[config.mk]
export PLATFORM = sky130hd
export DESIGN_NAME = button_debounce_long_press_core
export DESIGN_NICKNAME = d
export VERILOG_FILES = /design/src/bdlp_pkg.sv /design/src/button_debounce_long_press_core.sv
export SDC_FILE = /design/constraint.sdc
export NUM_CORES = 1
export LEC_CHECK = 0
export BUFFER_PORTS_ARGS = -buffer_cell sky130_fd_sc_hd__buf_2
export CAP_MARGIN = 25
export CORE_UTILIZATION = 51
export DETAILED_ROUTE_END_ITERATION = 6
export GPL_TIMING_DRIVEN = 0
export PLACE_DENSITY = 0.7
export SLEW_MARGIN = 25
export SYNTH_ARGS = -nofsm -noshare
export SYNTH_HDL_FRONTEND = slang
export SYNTH_SLANG_ARGS = --single-unit
[constraint.sdc]
create_clock -name clk -period 11.3 [get_ports clk]
set_input_delay 2.26 -clock clk [delete_from_list [all_inputs] [get_ports clk]]
set_output_delay 2.26 -clock clk [all_outputs]
set_load 0.05 [all_outputs]
[src/bdlp_pkg.sv]
// Package for the button debouncer with long-press detection.
// Holds the phase type, event struct, register index codes, reset values and field widths.
// No dependencies.
package bdlp_pkg;

  // Field widths fixed by the register map and the sample format.
  localparam int unsigned TIME_W  = 32;
  localparam int unsigned DELAY_W = 16;
  localparam int unsigned CFG_IDX_W = 3;
  localparam int unsigned CFG_DATA_W = 16;

  // Reset values of the timing registers, in milliseconds.
  localparam logic [DELAY_W-1:0] PRESS_DEB_RST   = 16'd75;
  localparam logic [DELAY_W-1:0] RELEASE_DEB_RST = 16'd175;
  localparam logic [DELAY_W-1:0] LONG_PRESS_RST  = 16'd700;
  localparam logic [DELAY_W-1:0] TOGGLE_REST_RST = 16'd500;

  // Configuration register indexes.
  typedef enum logic [CFG_IDX_W-1:0] {
    REG_PRESS_DEB   = 3'd0,
    REG_RELEASE_DEB = 3'd1,
    REG_LONG_PRESS  = 3'd2,
    REG_TOGGLE_REST = 3'd3,
    REG_TOGGLE_MODE = 3'd4,
    REG_ACTIVE_LVL  = 3'd5
  } cfg_reg_t;

  // Debounce machine phases.
  typedef enum logic [1:0] {
    PH_WAIT      = 2'd0,
    PH_PRESS_DEB = 2'd1,
    PH_HELD      = 2'd2,
    PH_REL_DEB   = 2'd3
  } phase_t;

  // Events raised by one sample.
  typedef struct packed {
    logic press;
    logic release_ev;
    logic long_press;
  } events_t;

endpackage

[src/button_debounce_long_press_core.sv]
// Top level of the button debouncer with press, release and long-press events.
// Depends on bdlp_pkg for the phase type, event struct, register codes, reset values and widths.
//
//  channel | signals                                   | direction | handshake
//  --------+-------------------------------------------+-----------+----------------
//  in      | in_pin_level, in_now_ms                   | input     | valid/ready
//  out     | out_engaged, out_press_event,             | output    | valid/ready
//          | out_release_event, out_long_press_event   |           |
//  cfg     | cfg_index, cfg_wdata                      | input     | cfg_we, no wait
//
// Each sample is evaluated against the phase state and the result word is
// loaded into the output register on the accepting edge.
// One word per cycle is sustained while out_ready stays high; when the output
// register is full and not taken, in_ready drops until it drains.
// Reset (rst_n low, synchronous) restores the register map defaults and the
// waiting phase, and empties the output register.
module button_debounce_long_press_core (
  input  logic        clk,
  input  logic        rst_n,
  // Sample channel
  input  logic        in_valid,
  output logic        in_ready,
  input  logic        in_pin_level,
  input  logic [31:0] in_now_ms,
  // Result channel
  output logic        out_valid,
  input  logic        out_ready,
  output logic        out_engaged,
  output logic        out_press_event,
  output logic        out_release_event,
  output logic        out_long_press_event,
  // Configuration write port
  input  logic        cfg_we,
  input  logic [2:0]  cfg_index,
  input  logic [15:0] cfg_wdata
);

  // Configuration registers.
  logic [bdlp_pkg::DELAY_W-1:0] press_deb_r;
  logic [bdlp_pkg::DELAY_W-1:0] release_deb_r;
  logic [bdlp_pkg::DELAY_W-1:0] long_press_r;
  logic [bdlp_pkg::DELAY_W-1:0] toggle_rest_r;
  logic                         toggle_mode_r;
  logic                         active_level_r;

  // Machine state. The press time equals the edge time for as long as the
  // button is held, so one timestamp serves both.
  bdlp_pkg::phase_t             phase_r, phase_nxt;
  logic [bdlp_pkg::TIME_W-1:0]  edge_time_r, edge_time_nxt;
  logic                         long_rep_r, long_rep_nxt;
  logic                         engaged_r, engaged_nxt;
  logic                         cur_active_r, cur_active_nxt;

  // Output register.
  logic                         out_valid_r;
  logic                         engaged_out_r;
  bdlp_pkg::events_t            events_r, events_nxt;

  logic                         accept;
  logic [bdlp_pkg::TIME_W-1:0]  elapsed;
  logic                         press_deb_done;
  logic                         release_deb_done;
  logic                         long_due;
  logic                         rest_due;
  logic                         active_now;

  assign in_ready = !out_valid_r || out_ready;
  assign accept   = in_valid && in_ready;

  // Wrapped time since the last edge and the strict threshold tests.
  assign elapsed          = in_now_ms - edge_time_r;
  assign press_deb_done   = elapsed > {16'd0, press_deb_r};
  assign release_deb_done = elapsed > {16'd0, release_deb_r};
  assign long_due         = elapsed > {16'd0, long_press_r};
  assign rest_due         = elapsed > {16'd0, toggle_rest_r};

  // In toggle mode the active level flips once the rest time has passed.
  assign active_now = (toggle_mode_r && rest_due) ? !cur_active_r : cur_active_r;

  // Next-state logic.
  always_comb begin
    phase_nxt      = phase_r;
    edge_time_nxt  = edge_time_r;
    long_rep_nxt   = long_rep_r;
    engaged_nxt    = engaged_r;
    cur_active_nxt = cur_active_r;
    unique case (phase_r)
      bdlp_pkg::PH_WAIT: begin
        if (in_pin_level == cur_active_r) begin
          phase_nxt     = bdlp_pkg::PH_PRESS_DEB;
          edge_time_nxt = in_now_ms;
          long_rep_nxt  = 1'b0;
          engaged_nxt   = 1'b1;
        end
      end
      bdlp_pkg::PH_PRESS_DEB: begin
        if (press_deb_done) begin
          phase_nxt = bdlp_pkg::PH_HELD;
        end
      end
      bdlp_pkg::PH_HELD: begin
        cur_active_nxt = active_now;
        if (!toggle_mode_r && long_due) begin
          long_rep_nxt = 1'b1;
        end
        if (in_pin_level != active_now) begin
          phase_nxt     = bdlp_pkg::PH_REL_DEB;
          edge_time_nxt = in_now_ms;
          engaged_nxt   = 1'b0;
        end
      end
      bdlp_pkg::PH_REL_DEB: begin
        if (release_deb_done) begin
          phase_nxt = bdlp_pkg::PH_WAIT;
        end
      end
      default: begin
        phase_nxt = bdlp_pkg::PH_WAIT;
      end
    endcase
  end

  // Event outputs of the current sample.
  always_comb begin
    events_nxt = '0;
    unique case (phase_r)
      bdlp_pkg::PH_WAIT: begin
        events_nxt.press = (in_pin_level == cur_active_r);
      end
      bdlp_pkg::PH_HELD: begin
        events_nxt.long_press = !toggle_mode_r && long_due && !long_rep_r;
        events_nxt.release_ev = (in_pin_level != active_now);
      end
      default: begin
        events_nxt = '0;
      end
    endcase
  end

  // Configuration registers; a write of the active level also reloads the
  // level currently regarded as pressed.
  always_ff @(posedge clk) begin
    if (!rst_n) begin
      press_deb_r    <= bdlp_pkg::PRESS_DEB_RST;
      release_deb_r  <= bdlp_pkg::RELEASE_DEB_RST;
      long_press_r   <= bdlp_pkg::LONG_PRESS_RST;
      toggle_rest_r  <= bdlp_pkg::TOGGLE_REST_RST;
      toggle_mode_r  <= 1'b0;
      active_level_r <= 1'b0;
    end else if (cfg_we) begin
      unique case (cfg_index)
        bdlp_pkg::REG_PRESS_DEB:   press_deb_r    <= cfg_wdata;
        bdlp_pkg::REG_RELEASE_DEB: release_deb_r  <= cfg_wdata;
        bdlp_pkg::REG_LONG_PRESS:  long_press_r   <= cfg_wdata;
        bdlp_pkg::REG_TOGGLE_REST: toggle_rest_r  <= cfg_wdata;
        bdlp_pkg::REG_TOGGLE_MODE: toggle_mode_r  <= cfg_wdata[0];
        bdlp_pkg::REG_ACTIVE_LVL:  active_level_r <= cfg_wdata[0];
        default: ;
      endcase
    end
  end

  // Machine state, updated on each accepted sample; an active level write also loads the pressed level.
  always_ff @(posedge clk) begin
    if (!rst_n) begin
      phase_r      <= bdlp_pkg::PH_WAIT;
      edge_time_r  <= '0;
      long_rep_r   <= 1'b0;
      engaged_r    <= 1'b0;
      cur_active_r <= 1'b0;
    end else begin
      if (accept) begin
        phase_r     <= phase_nxt;
        edge_time_r <= edge_time_nxt;
        long_rep_r  <= long_rep_nxt;
        engaged_r   <= engaged_nxt;
      end
      if (cfg_we && (cfg_index == bdlp_pkg::REG_ACTIVE_LVL)) begin
        cur_active_r <= cfg_wdata[0];
      end else if (accept) begin
        cur_active_r <= cur_active_nxt;
      end
    end
  end

  // Output register valid flag.
  always_ff @(posedge clk) begin
    if (!rst_n) begin
      out_valid_r <= 1'b0;
    end else if (accept) begin
      out_valid_r <= 1'b1;
    end else if (out_ready) begin
      out_valid_r <= 1'b0;
    end
  end

  // Output register payload.
  always_ff @(posedge clk) begin
    if (accept) begin
      engaged_out_r <= engaged_nxt;
      events_r      <= events_nxt;
    end
  end

  assign out_valid            = out_valid_r;
  assign out_engaged          = engaged_out_r;
  assign out_press_event      = events_r.press;
  assign out_release_event    = events_r.release_ev;
  assign out_long_press_event = events_r.long_press;

  // The active level register is kept for the register map; its value is
  // carried by the pressed-level state from the write onward.
  logic unused_active_level;
  assign unused_active_level = active_level_r;

endmodule

==> impl_results.md, run 1 <==
- Run status: finished, final reports clean
- #FFs+latches synth: 107
- Peak supply drop: 0.0000865 V
- Worst EP arrival: 7.27 ns
- CP Launch Point: in_now_ms[12]
- CP dominant cell by count: sky130_fd_sc_hd__ha_1
- Post-DR vias/cell: 5.85
- Effective utilization at floorplan: 52.2%
- Clock insertion delay at the later pin of the skew report: 0.36 ns
- Total CTS buffers: 9
- Max-cap violations: 0
- Count of vias placed by the detailed router: 7710
- Slew at the pin closest to its max-slew limit: 0.832 ns
- Achievable clock frequency: 0.142 GHz
- I/O pin count: 63
- Floorplan die area: 0.0161 sq mm
- FP Rows: 45
- CTS tree: yes
- CP endpoint kind: register
- Global-route congestion overflow total: 0
- Count of cells resized by post-cts repair: 0
- Cell-by-cell listing of the critical path: buf_2, ha_1, buf_6, a211oi_2, o221ai_1, or4_4, and2_1, a21o_1, a21oi_1, xnor2_1, ha_1, nand4_1, nor2_1, mux2i_1, nand2_1, and3_1, and4_1, nor3_2, o2111ai_1, a32o_1
- Wire length of the first global-routing pass: 35200 microns
- Count of buffers added by post-CTS timing repair for setup: 0
- Share of the clock period used by the worst path: 62.1%
- RePlAce Congestion: 0.907
- Antenna violations before repair: 0
- Root buffer cell: sky130_fd_sc_hd__clkbuf_16
- Synth warn: 0
- Startpoint of the lowest-slack register-to-register path: edge_time_r[12]
- Number of distinct standard cells referenced by the synthesized netlist: 71
- Vias in the first global route: 6826
- HPWL after detailed placement: 17000 microns
- Area growth from synthesis to final layout: 10.6%
- Source of the worst hold timing path: press_deb_r[13]
- Final WL: 22100 microns
- Leak Pwr: 0.00352 uW
- Number of instances in the synthesized netlist: 1055
- Final #Nets: 1282
- I/O Buffers: 59
- First-pass iteration count of the detailed router: 6
- Power density relative to cell area: 128 mW/mm^2
- Synth Flop Type: sky130_fd_sc_hd__dfxtp_1
- Slowest stage cell, crit path: sky130_fd_sc_hd__or4_4
- Final setup violating endpoints: 0
- TNS Setup: 0 ns
- Worst Path Class, Setup: input port to register
- Remaining routing DRC violations: 0
- Die Y-Extent: 127 microns
- Mean instance size in the synthesized netlist: 7.52 sq um
- CTS max path bufs: 2
- Longest individual stage delay on the worst path: 0.46 ns
- Detailed-route wire length per cell: 16.8 microns
- Post-layout minimum cycle time: 7.02 ns
- Clock net sink count: 107
- EDFF count, synth: 4
- Net Count, Synth: 1212
- Final hold viol count: 0
- CORE AREA: 0.0152 sq mm
- Asr flop ratio synth: 0%
- Required time at the worst-slack endpoint: 11.55 ns
- Final antenna-violating net count: 0
- Remaining max-slew budget at the tightest pin: 44.5%
- Width of the chip: 127 microns
- Seq/Total Area, Yosys: 27.5%
- Initial drt markers: 594
- Netlist area before placement: 0.00793 sq mm
- Maximum number of pins on one net before global-route repair: 19
- Diode count: 0
- Post-route clock skew: 0.0119 ns
- Worst hold margin: 0.455 ns
- Post-CTS clock slew at the launch and capture registers of the worst setup and hold paths: 0.07 ns
- Class of the tightest hold or removal check: register to register
- Layout cells sized above 1: 10.2%
- Crit Path Max Fanout: 8
- Post-CTS Hold Fix Bufs: 0
- Level count of the clock H-tree: 3
- Total global-route track usage: 28.0%
- Critical Path Start Type: input port
- Unrepaired setup endpoints after global routing: false
- Final Slew Violations: 0
[state kept, by name (all words and copies together), names as in the netlist, 2 cells and up]
| name | flops |
|---|---|
| edge_time_r | 32 |
| long_press_r | 16 |
| press_deb_r | 16 |
| release_deb_r | 16 |
| toggle_rest_r | 16 |
| phase_r | 2 |
[final timing paths]
check,end,slack (ns),depth (start not counted)
setup / recovery,phase_r[0],4.28,20
hold / removal,press_deb_r[13],0.45,2
setup reg to reg,phase_r[0],5.96,20
hold reg to reg,press_deb_r[13],0.45,2
[layout make-up]
class	instances	area (sq um)
buffer	49	210
clock buffer	11	243
clock inverter	5	65.1
fill	1484	6430
inverter	106	398
multi-input combinational	793	5140
sequential	107	2180
tap	188	235
timing repair buffer	59	295
[where the power goes]
group	internal, uW	switching, uW
clock	182	157
sequential	395	6.68
combinational	145	241
total	722	404
[cells by family (layout without fill, tap and decap cells)]
logic type / count (synthesis) / in the layout / synth area share (%)
compound gates: 308 / 308 / 24.0
xor+xnor: 24 / 24 / 2.65
fa+ha+maj: 100 / 100 / 15.9
buf+inv: 155 / 230 / 7.67
flops: 107 / 107 / 27.5
mux: 5 / 5 / 0.631
simple gates: 356 / 356 / 21.6
[through the flow]
stage	cell area (sq um)	instances	util [%]	power [uW]	setup WS (ns)
2_1_floorplan	7930	1055	-	681	5.10
3_5_place_dp	8470	1302	55.7	788	4.04
6_report	8770	1318	57.7	1130	4.28
5_1_grt	8770	1318	57.7	1190	4.16
4_1_cts	8770	1318	57.7	1130	4.38
3_3_place_gp	8460	1302	55.7	780	4.05
[cell usage in the layout (no fill, tap or decap), drive strengths merged, types with 3 or more instances in the layout]
cell and n:
clkbuf 42, nor3b 3, and4 6, nand3b 4
xor2 10, nor3 16, o22ai 4, buf 77
o21ai 62, o21bai 4, or2 4, ha 99
nand2b 8, nand3 54, a21o 19, xnor2 14
nand4 23, a31oi 6, a21oi 135, o211ai 28
nor2b 8, mux2i 5, and3 8, or3 7
dfxtp 103, inv 109, nor4 8, nand2 161
edfxtp 4, a211oi 6, nor2 35, o21a 13
o221ai 3, and2 8
[cell usage after synthesis, types with 14 or more instances]
master                     number  area share (%)
sky130_fd_sc_hd__a21oi_1      129             8.1
sky130_fd_sc_hd__nand3_1       52             3.3
sky130_fd_sc_hd__o211ai_1      28             2.7
sky130_fd_sc_hd__nand2_1      161             7.6
sky130_fd_sc_hd__nand4_1       23             1.8
sky130_fd_sc_hd__nor3_1        15            0.95
sky130_fd_sc_hd__a21o_1        19             1.8
sky130_fd_sc_hd__buf_2         15            0.95
sky130_fd_sc_hd__clkbuf_1      31             1.5
sky130_fd_sc_hd__o21ai_0       54             3.4
sky130_fd_sc_hd__nor2_1        35             1.7
sky130_fd_sc_hd__xnor2_1       14             1.5
sky130_fd_sc_hd__dfxtp_1      103              26
sky130_fd_sc_hd__ha_1          99              16
sky130_fd_sc_hd__inv_1        105             5.0
[per-layer routing]
layer | GRT usage [%] | part of all wire (%)
met1 | 41.4 | 50
met2 | 42.6 | 42
met3 | 2.95 | 6.2
met4 | 9.03 | 2.0
met5 | 0 | 0
[critical path: cells and delay by family]
family | cells | cell delay, ns
AO/OA/AOI/OAI | 6 | 1.41
XOR/XNOR | 1 | 0.25
adder cells (fa/ha/maj) | 2 | 0.69
buffers and inverters | 2 | 0.25
multiplexers | 1 | 0.29
AND/OR/NAND/NOR | 8 | 2.10
Note: power is estimated with default switching activity, not from simulation.
==> run 2, diff against run 1 <==
--- a/config.mk
+++ b/config.mk
@@ -10,7 +10,7 @@
 export CORE_UTILIZATION = 51
 export DETAILED_ROUTE_END_ITERATION = 6
 export GPL_TIMING_DRIVEN = 0
-export PLACE_DENSITY = 0.7
+export PLACE_DENSITY = 0.72
 export SLEW_MARGIN = 25
 export SYNTH_ARGS = -nofsm -noshare
 export SYNTH_HDL_FRONTEND = slang
==> constraint.sdc (replaced) <==
create_clock -name clk -period 6.3 [get_ports clk]
set_input_delay 1.26 -clock clk [delete_from_list [all_inputs] [get_ports clk]]
set_output_delay 1.26 -clock clk [all_outputs]
set_load 0.05 [all_outputs]
==> run 2 against run 1 <==
Net effect: via count down 0.43%; die area unchanged; setup slack worse by 4.0 ns; critical path type unchanged; sequential cell count unchanged; register-to-register slack worse by 5.0 ns; core utilization about the same; combinational power up 80%; clock skew up 0.0010 ns; highest routed layer unchanged; critical endpoint unchanged; sequential share of layout area about the same.
==> impl_results.md, run 2 (synthesized netlist as in run 1, its figures left out) <==
- Run status: finished, final reports clean
- Commonest non-fill, non-tap cells in the layout: sky130_fd_sc_hd__nand2_1 (161), sky130_fd_sc_hd__a21oi_1 (129), sky130_fd_sc_hd__inv_1 (105)
- Initial drt markers: 684 (+15%)
- Die Y-Extent: 127 microns (unchanged)
- I/O Buffers: 59 (unchanged)
- Final hold viol count: 0 (unchanged)
- TNS Setup: 0 ns (unchanged)
- Vias in the first global route: 7047 (+3.2%)
- CP endpoint kind: register
- Clock net sink count: 107 (unchanged)
- Final #Nets: 1282 (unchanged)
- Final WL: 22300 microns (+0.85%)
- Final Slew Violations: 0 (unchanged)
- Peak supply drop: 0.000137 V (+59%)
- Level count of the clock H-tree: 3 (unchanged)
- Power density relative to cell area: 230 mW/mm^2 (+79%)
- Final antenna-violating net count: 0 (unchanged)
- Count of vias placed by the detailed router: 7677 (-0.43%)
- Diode count: 0 (unchanged)
- I/O pin count: 63 (unchanged)
- Area growth from synthesis to final layout: 10.7% (about the same)
- Effective utilization at floorplan: 52.2% (unchanged)
- Worst EP arrival: 6.24 ns (-1.03 ns)
- Slew at the pin closest to its max-slew limit: 0.836 ns (+0.00360 ns)
- Layout cells sized above 1: 10.3% (+0.088 points)
- Source of the worst hold timing path: long_press_r[15]
- Post-CTS Hold Fix Bufs: 0 (unchanged)
- Total global-route track usage: 28.8% (+0.76 points)
- Post-DR vias/cell: 5.82 (-0.43%)
- Share of the clock period used by the worst path: 95.0%
- Floorplan die area: 0.0161 sq mm (unchanged)
- Detailed-route wire length per cell: 16.9 microns (+0.85%)
- RePlAce Congestion: 0.908 (about the same)
- Antenna violations before repair: 0 (unchanged)
- Global-route congestion overflow total: 0 (unchanged)
- Achievable clock frequency: 0.167 GHz
- Largest register FFs: 32 (unchanged)
- Worst Path Class, Setup: input port to register
- Class of the tightest hold or removal check: register to register
- Final core utilization: 57.8% (about the same)
- Endpoint of the worst setup timing path: phase_r[0]
- CORE AREA: 0.0152 sq mm (unchanged)
- CTS max path bufs: 2 (unchanged)
- Startpoint of the lowest-slack register-to-register path: edge_time_r[7]
- Remaining max-slew budget at the tightest pin: 44.0% (-0.54 points)
- First-pass iteration count of the detailed router: 7 (+1)
- Count of buffers added by post-CTS timing repair for setup: 0 (unchanged)
- Post-CTS clock slew at the launch and capture registers of the worst setup and hold paths: 0.07 ns (about the same)
- FF-to-FF path depth: 19 (-5.0%)
- Required time at the worst-slack endpoint: 6.56 ns (-4.99 ns)
- Crit Path Max Fanout: 8 (unchanged)
- Critical Path Start Type: input port
- Reg-to-reg endpoint: phase_r[0]
- Remaining routing DRC violations: 0 (unchanged)
- FP Rows: 45 (unchanged)
- HPWL after detailed placement: 17200 microns (+1.0%)
- Count of cells resized by post-cts repair: 0 (unchanged)
- Max-cap violations: 0 (unchanged)
- Final setup violating endpoints: 0 (unchanged)
- Register bank with the most flops: edge_time_r
- CTS tree: yes
- Post-Place Cells: 1302 (unchanged)
- Maximum number of pins on one net before global-route repair: 19 (unchanged)
- Post-Layout Cell Count: 1318 (unchanged)
- CP Launch Point: in_now_ms[12]
- Leak Pwr: 0.00352 uW (+0.15%)
- Most frequent standard cell in the layout excluding fill and tap cells: sky130_fd_sc_hd__nand2_1
- Post-layout minimum cycle time: 5.99 ns
- Width of the chip: 127 microns (unchanged)
- Wire length of the first global-routing pass: 36400 microns (+3.5%)
- Total CTS buffers: 9 (unchanged)
- Post-route clock skew: 0.0129 ns (+0.00104 ns)
- Worst setup slack for register-to-register paths: 0.97 ns (-4.99 ns)
- Root buffer cell: sky130_fd_sc_hd__clkbuf_16
- Unrepaired setup endpoints after global routing: false
- Clock insertion delay at the later pin of the skew report: 0.37 ns (about the same)
==> run 2: worst min path at each step <==
stage / end / cells after the start
after floorplan: long_press_r[10] / 2
after global placement: long_press_r[13] / 2
after detailed placement: press_deb_r[10] / 2
after CTS: press_deb_r[10] / 2
after global routing: press_deb_r[10] / 2
final: long_press_r[15] / 2
==> run 2: critical path, cell delays in order <==
cell	delay, ns
sky130_fd_sc_hd__buf_2	0.11
sky130_fd_sc_hd__ha_1	0.30
sky130_fd_sc_hd__buf_6	0.14
sky130_fd_sc_hd__a211oi_2	0.25
sky130_fd_sc_hd__o221ai_1	0.18
sky130_fd_sc_hd__or4_4	0.46
sky130_fd_sc_hd__and2_1	0.23
sky130_fd_sc_hd__a21o_1	0.20
sky130_fd_sc_hd__a21oi_1	0.16
sky130_fd_sc_hd__xnor2_1	0.26
sky130_fd_sc_hd__ha_1	0.40
sky130_fd_sc_hd__nand4_1	0.15
sky130_fd_sc_hd__nor2_1	0.27
sky130_fd_sc_hd__mux2i_1	0.31
sky130_fd_sc_hd__nand2_1	0.10
sky130_fd_sc_hd__and3_1	0.19
sky130_fd_sc_hd__and4_1	0.22
sky130_fd_sc_hd__nor3_2	0.47
sky130_fd_sc_hd__o2111ai_1	0.26
sky130_fd_sc_hd__a32o_1	0.32
==> run 2: layout make-up <==
type	count	area (sq um)
fillers	1491	6420
multi-input cells	793	5140
flip-flops and latches	107	2180
inverters	106	398
repair buffers	59	295
clock buffers	12	278
well taps	188	235
plain buffers	49	210
clock inverters	4	36.3
==> run 2: layer usage <==
layer	part of all wire (%)	wire, microns	up-vias	track usage [%]
met1	49	11000	3540	42.0
met4	1.5	329	0	7.91
li1	-	-	3863	-
met2	43	9630	251	44.8
met3	6.0	1330	23	3.42
met5	0	0	-	0
==> run 2: power breakdown <==
group / switching [uW] / internal (uW)
clock network: 286 / 321
registers: 12.2 / 708
logic: 434 / 260
total: 732 / 1290
==> run 2: metrics by stage <==
stage	setup slack [ns]	total power, uW	hold slack [ns]	instance area, sq um
final	0.314	2020	0.457	8780
after global routing	0.0990	2140	0.472	8780
after CTS	0.414	2020	0.457	8780
after detailed placement	0.0601	1410	0.447	8470
after global placement	0.0470	1400	0.443	8460
after floorplan	1.10	1220	0.436	7930
==> run 3, diff against run 2 <==
--- a/config.mk
+++ b/config.mk
@@ -7,10 +7,12 @@
 export LEC_CHECK = 0
 export BUFFER_PORTS_ARGS = -buffer_cell sky130_fd_sc_hd__buf_2
 export CAP_MARGIN = 25
-export CORE_UTILIZATION = 51
+export CELL_PAD_IN_SITES_DETAIL_PLACEMENT = 1
+export CELL_PAD_IN_SITES_GLOBAL_PLACEMENT = 2
+export CORE_UTILIZATION = 32
 export DETAILED_ROUTE_END_ITERATION = 6
 export GPL_TIMING_DRIVEN = 0
-export PLACE_DENSITY = 0.72
+export PLACE_DENSITY_LB_ADDON = 0.1
 export SLEW_MARGIN = 25
 export SYNTH_ARGS = -nofsm -noshare
 export SYNTH_HDL_FRONTEND = slang
==> run 3 against run 2 <==
Net effect: via count is 1.2% lower; cell count rose by 10%; critical path depth increased by 1; wire length rose by 23%; total power grew 2.5%; first-iteration DRC count is 53% lower; core utilization decreased by 21 points; final area is 2.1% higher; clock power up 4.0%; die area rose by 58%; critical endpoint is now edge_time_r[4]; largest cell class unchanged.
==> impl_results.md, run 3 (synthesized netlist as in run 1, its figures left out) <==
- Post-DR vias/cell: 5.22 (-10%)
- Post-layout minimum cycle time: 5.91 ns (-0.0802 ns)
- Class of the tightest hold or removal check: register to register
- Wire length of the first global-routing pass: 43500 microns (+20%)
- RePlAce Congestion: 0.811 (-11%)
- Required time at the worst-slack endpoint: 6.58 ns (+0.02 ns)
- Crit Path Max Fanout: 10 (+2)
- Post-route clock skew: 0.0159 ns (+0.00299 ns)
- Root buffer cell: sky130_fd_sc_hd__clkbuf_16
- CP endpoint kind: register
- Slew at the pin closest to its max-slew limit: 0.973 ns (+0.137 ns)
- Power density relative to cell area: 231 mW/mm^2 (+0.40%)
- Post-Place Cells: 1438 (+10%)
- Worst Hold Endpoint: long_press_r[10]
- Cell-by-cell listing of the critical path: buf_2, ha_1, buf_6, a211oi_2, o221ai_1, or4_4, and2_1, a21o_1, a21oi_1, xnor2_2, ha_1, nand4_1, nor2_1, mux2i_1, nand2_1, and3_1, and4_1, nor3_2, buf_2, nand3_1, a21oi_1
- Level count of the clock H-tree: 3 (unchanged)
- Peak supply drop: 0.000106 V (-23%)
- Most frequent standard cell in the layout excluding fill and tap cells: sky130_fd_sc_hd__nand2_1
- Share of the clock period used by the worst path: 93.7% (-1.3 points)
- Largest register FFs: 32 (unchanged)
- HPWL after detailed placement: 21700 microns (+26%)
- Maximum number of pins on one net before global-route repair: 21 (+2)
- Total CTS buffers: 9 (unchanged)
- Clock net sink count: 107 (unchanged)
- Vias in the first global route: 7577 (+7.5%)
- Area growth from synthesis to final layout: 13.1%
- Remaining max-slew budget at the tightest pin: 35.1% (-8.9 points)
- Multi-input combinational cell area: 0.00516 sq mm (+0.29%)
- Critical Path Start Type: input port
- Worst Path Class, Setup: input port to register
- Startpoint of the lowest-slack register-to-register path: edge_time_r[12]
- Post-Layout Cell Count: 1454 (+10%)
- Source of the worst hold timing path: long_press_r[10]
- Worst EP arrival: 6.19 ns (-0.05 ns)
- Antenna violations before repair: 0 (unchanged)
- Comb power frac: 34.8% (+0.5 points)
- Run status: finished, final reports clean
- Post-CTS Hold Fix Bufs: 0 (unchanged)
- Final Slew Violations: 0 (unchanged)
- Unrepaired setup endpoints after global routing: false
- CTS max path bufs: 2 (unchanged)
- Fraction of power spent switching nets: 37.7% (+1.5 points)
- Total chip power: 2070 uW (+2.5%)
- CORE AREA: 0.0243 sq mm (+60%)
- CTS tree: yes
- Total internal power: 1290 uW (about the same)
- Reg-to-reg endpoint: edge_time_r[4]
- Final setup violating endpoints: 0 (unchanged)
- Final WL: 27300 microns (+23%)
- Floorplan die area: 0.0254 sq mm (+58%)
- Longest individual stage delay on the worst path: 0.46 ns (about the same)
- Register share of total power: 34.8% (-0.8 points)
- Layout cells sized above 1: 10.4% (+0.18 points)
- Remaining routing DRC violations: 0 (unchanged)
- Effective utilization at floorplan: 32.6% (-20 points)
- Sequential cell area in the final layout: 0.00218 sq mm (unchanged)
- Count of vias placed by the detailed router: 7588 (-1.2%)
- Detailed-route wire length per cell: 18.8 microns (+11%)
- Max-cap violations: 0 (unchanged)
- Final #Nets: 1282 (unchanged)
- Worst setup slack for register-to-register paths: 1.05 ns (+0.08 ns)
- Commonest non-fill, non-tap cells in the layout: sky130_fd_sc_hd__nand2_1 (161), sky130_fd_sc_hd__a21oi_1 (129), sky130_fd_sc_hd__inv_1 (105)
- Die Y-Extent: 159 microns (+26%)
- Worst hold margin: 0.458 ns (+0.000698 ns)
- FF-to-FF path depth: 21 (+2)
- Worst slack at placement: -0.193 ns (-0.253 ns)
- Diode count: 0 (unchanged)
- Post-CTS clock slew at the launch and capture registers of the worst setup and hold paths: 0.09 ns (+0.02 ns)
- Count of fill cells added during filler insertion: 3021 (+100%)
- Register bank with the most flops: edge_time_r
- I/O Buffers: 59 (unchanged)
- I/O pin count: 63 (unchanged)
- Achievable clock frequency: 0.169 GHz (+1.4%)
- Clock network fraction of design power: 30.4% (+0.4 points)
- Final hold viol count: 0 (unchanged)
- Final antenna-violating net count: 0 (unchanged)
- CP delay by family, top: simple AND/OR/NAND/NOR gates
- Leak Pwr: 0.00353 uW (+0.11%)
- Total global-route track usage: 22.1% (-6.7 points)
- Post-layout worst setup margin: 0.394 ns (+0.0802 ns)
- Global-route congestion overflow total: 0 (unchanged)
- Hold Crit Depth: 2 (unchanged)
- Initial drt markers: 322 (-53%)
- First-pass iteration count of the detailed router: 4 (-3)
- Slowest stage cell, crit path: sky130_fd_sc_hd__or4_4
- Width of the chip: 159 microns (+26%)
- Count of buffering cells on the critical path with inverters included: 3 (+1)
- Clock insertion delay at the later pin of the skew report: 0.37 ns (about the same)
- FP Rows: 57 (+27%)
- Switching power: 783 uW (+6.9%)
run 3: power groups by stage:
stage               sequential, uW  clock [uW]  combinational, uW
floorplan                      742           0                479
global placement               736           0                704
detailed placement             737           0                717
CTS                            721         649                724
global route                   724         677                809
finish                         721         631                721
run 3: repair_timing:
| item | CTS | global route |
|---|---|---|
| buffers inserted | 0 | 0 |
| endpoints found under the setup margin | 0 | 31 |
| resized for setup | 0 | 2 |
run 3: metrics by stage:
stage,util [%],cell area [sq um],TNS [ns]
6_report,36.9,8970,0
2_1_floorplan,-,7930,0
3_5_place_dp,35.5,8640,-5.35
5_1_grt,36.9,8970,0
4_1_cts,36.8,8950,0
3_3_place_gp,35.5,8630,-2.45
run 3: metal layers:
metal | wire length (microns) | GRT usage, % | share of wire [%]
met3 | 535 | 1.93 | 2.0
met1 | 14700 | 33.0 | 54
met5 | 0 | 0 | 0
met4 | 331 | 5.38 | 1.2
met2 | 11800 | 34.1 | 43
run 3: worst max-delay path by stage:
| stage | start | endpoint | depth (start not counted) |
|---|---|---|---|
| 6_report | in_now_ms[12] | edge_time_r[4] | 21 |
| 5_1_grt | in_now_ms[12] | edge_time_r[14] | 21 |
| 4_1_cts | in_now_ms[0] | edge_time_r[4] | 22 |
| 3_5_place_dp | in_now_ms[0] | edge_time_r[4] | 22 |
| 3_3_place_gp | in_now_ms[0] | edge_time_r[21] | 22 |
| 2_1_floorplan | in_now_ms[12] | edge_time_r[31] | 20 |
run 3: worst reg2reg max path: cells and delay by family, from the launching register on:
family | cells | cell delay, ns
AOI/OAI and AO/OA | 5 | 1.06
adders and majority gates | 2 | 0.61
and+or+nand+nor | 9 | 2.15
buffers and inverters | 3 | 0.52
muxes | 1 | 0.31
DFF | 1 | 0.33
xor gates and xnor gates | 1 | 0.18
run 3: cell type report:
class / instances / share of cell area [%]
multi-input combinational: 793 / 57.5
sequential: 107 / 24.3
tap: 324 / 4.52
inverter: 106 / 4.44
timing repair buffer: 59 / 3.29
clock buffer: 9 / 2.51
buffer: 49 / 2.34
clock inverter: 7 / 1.02
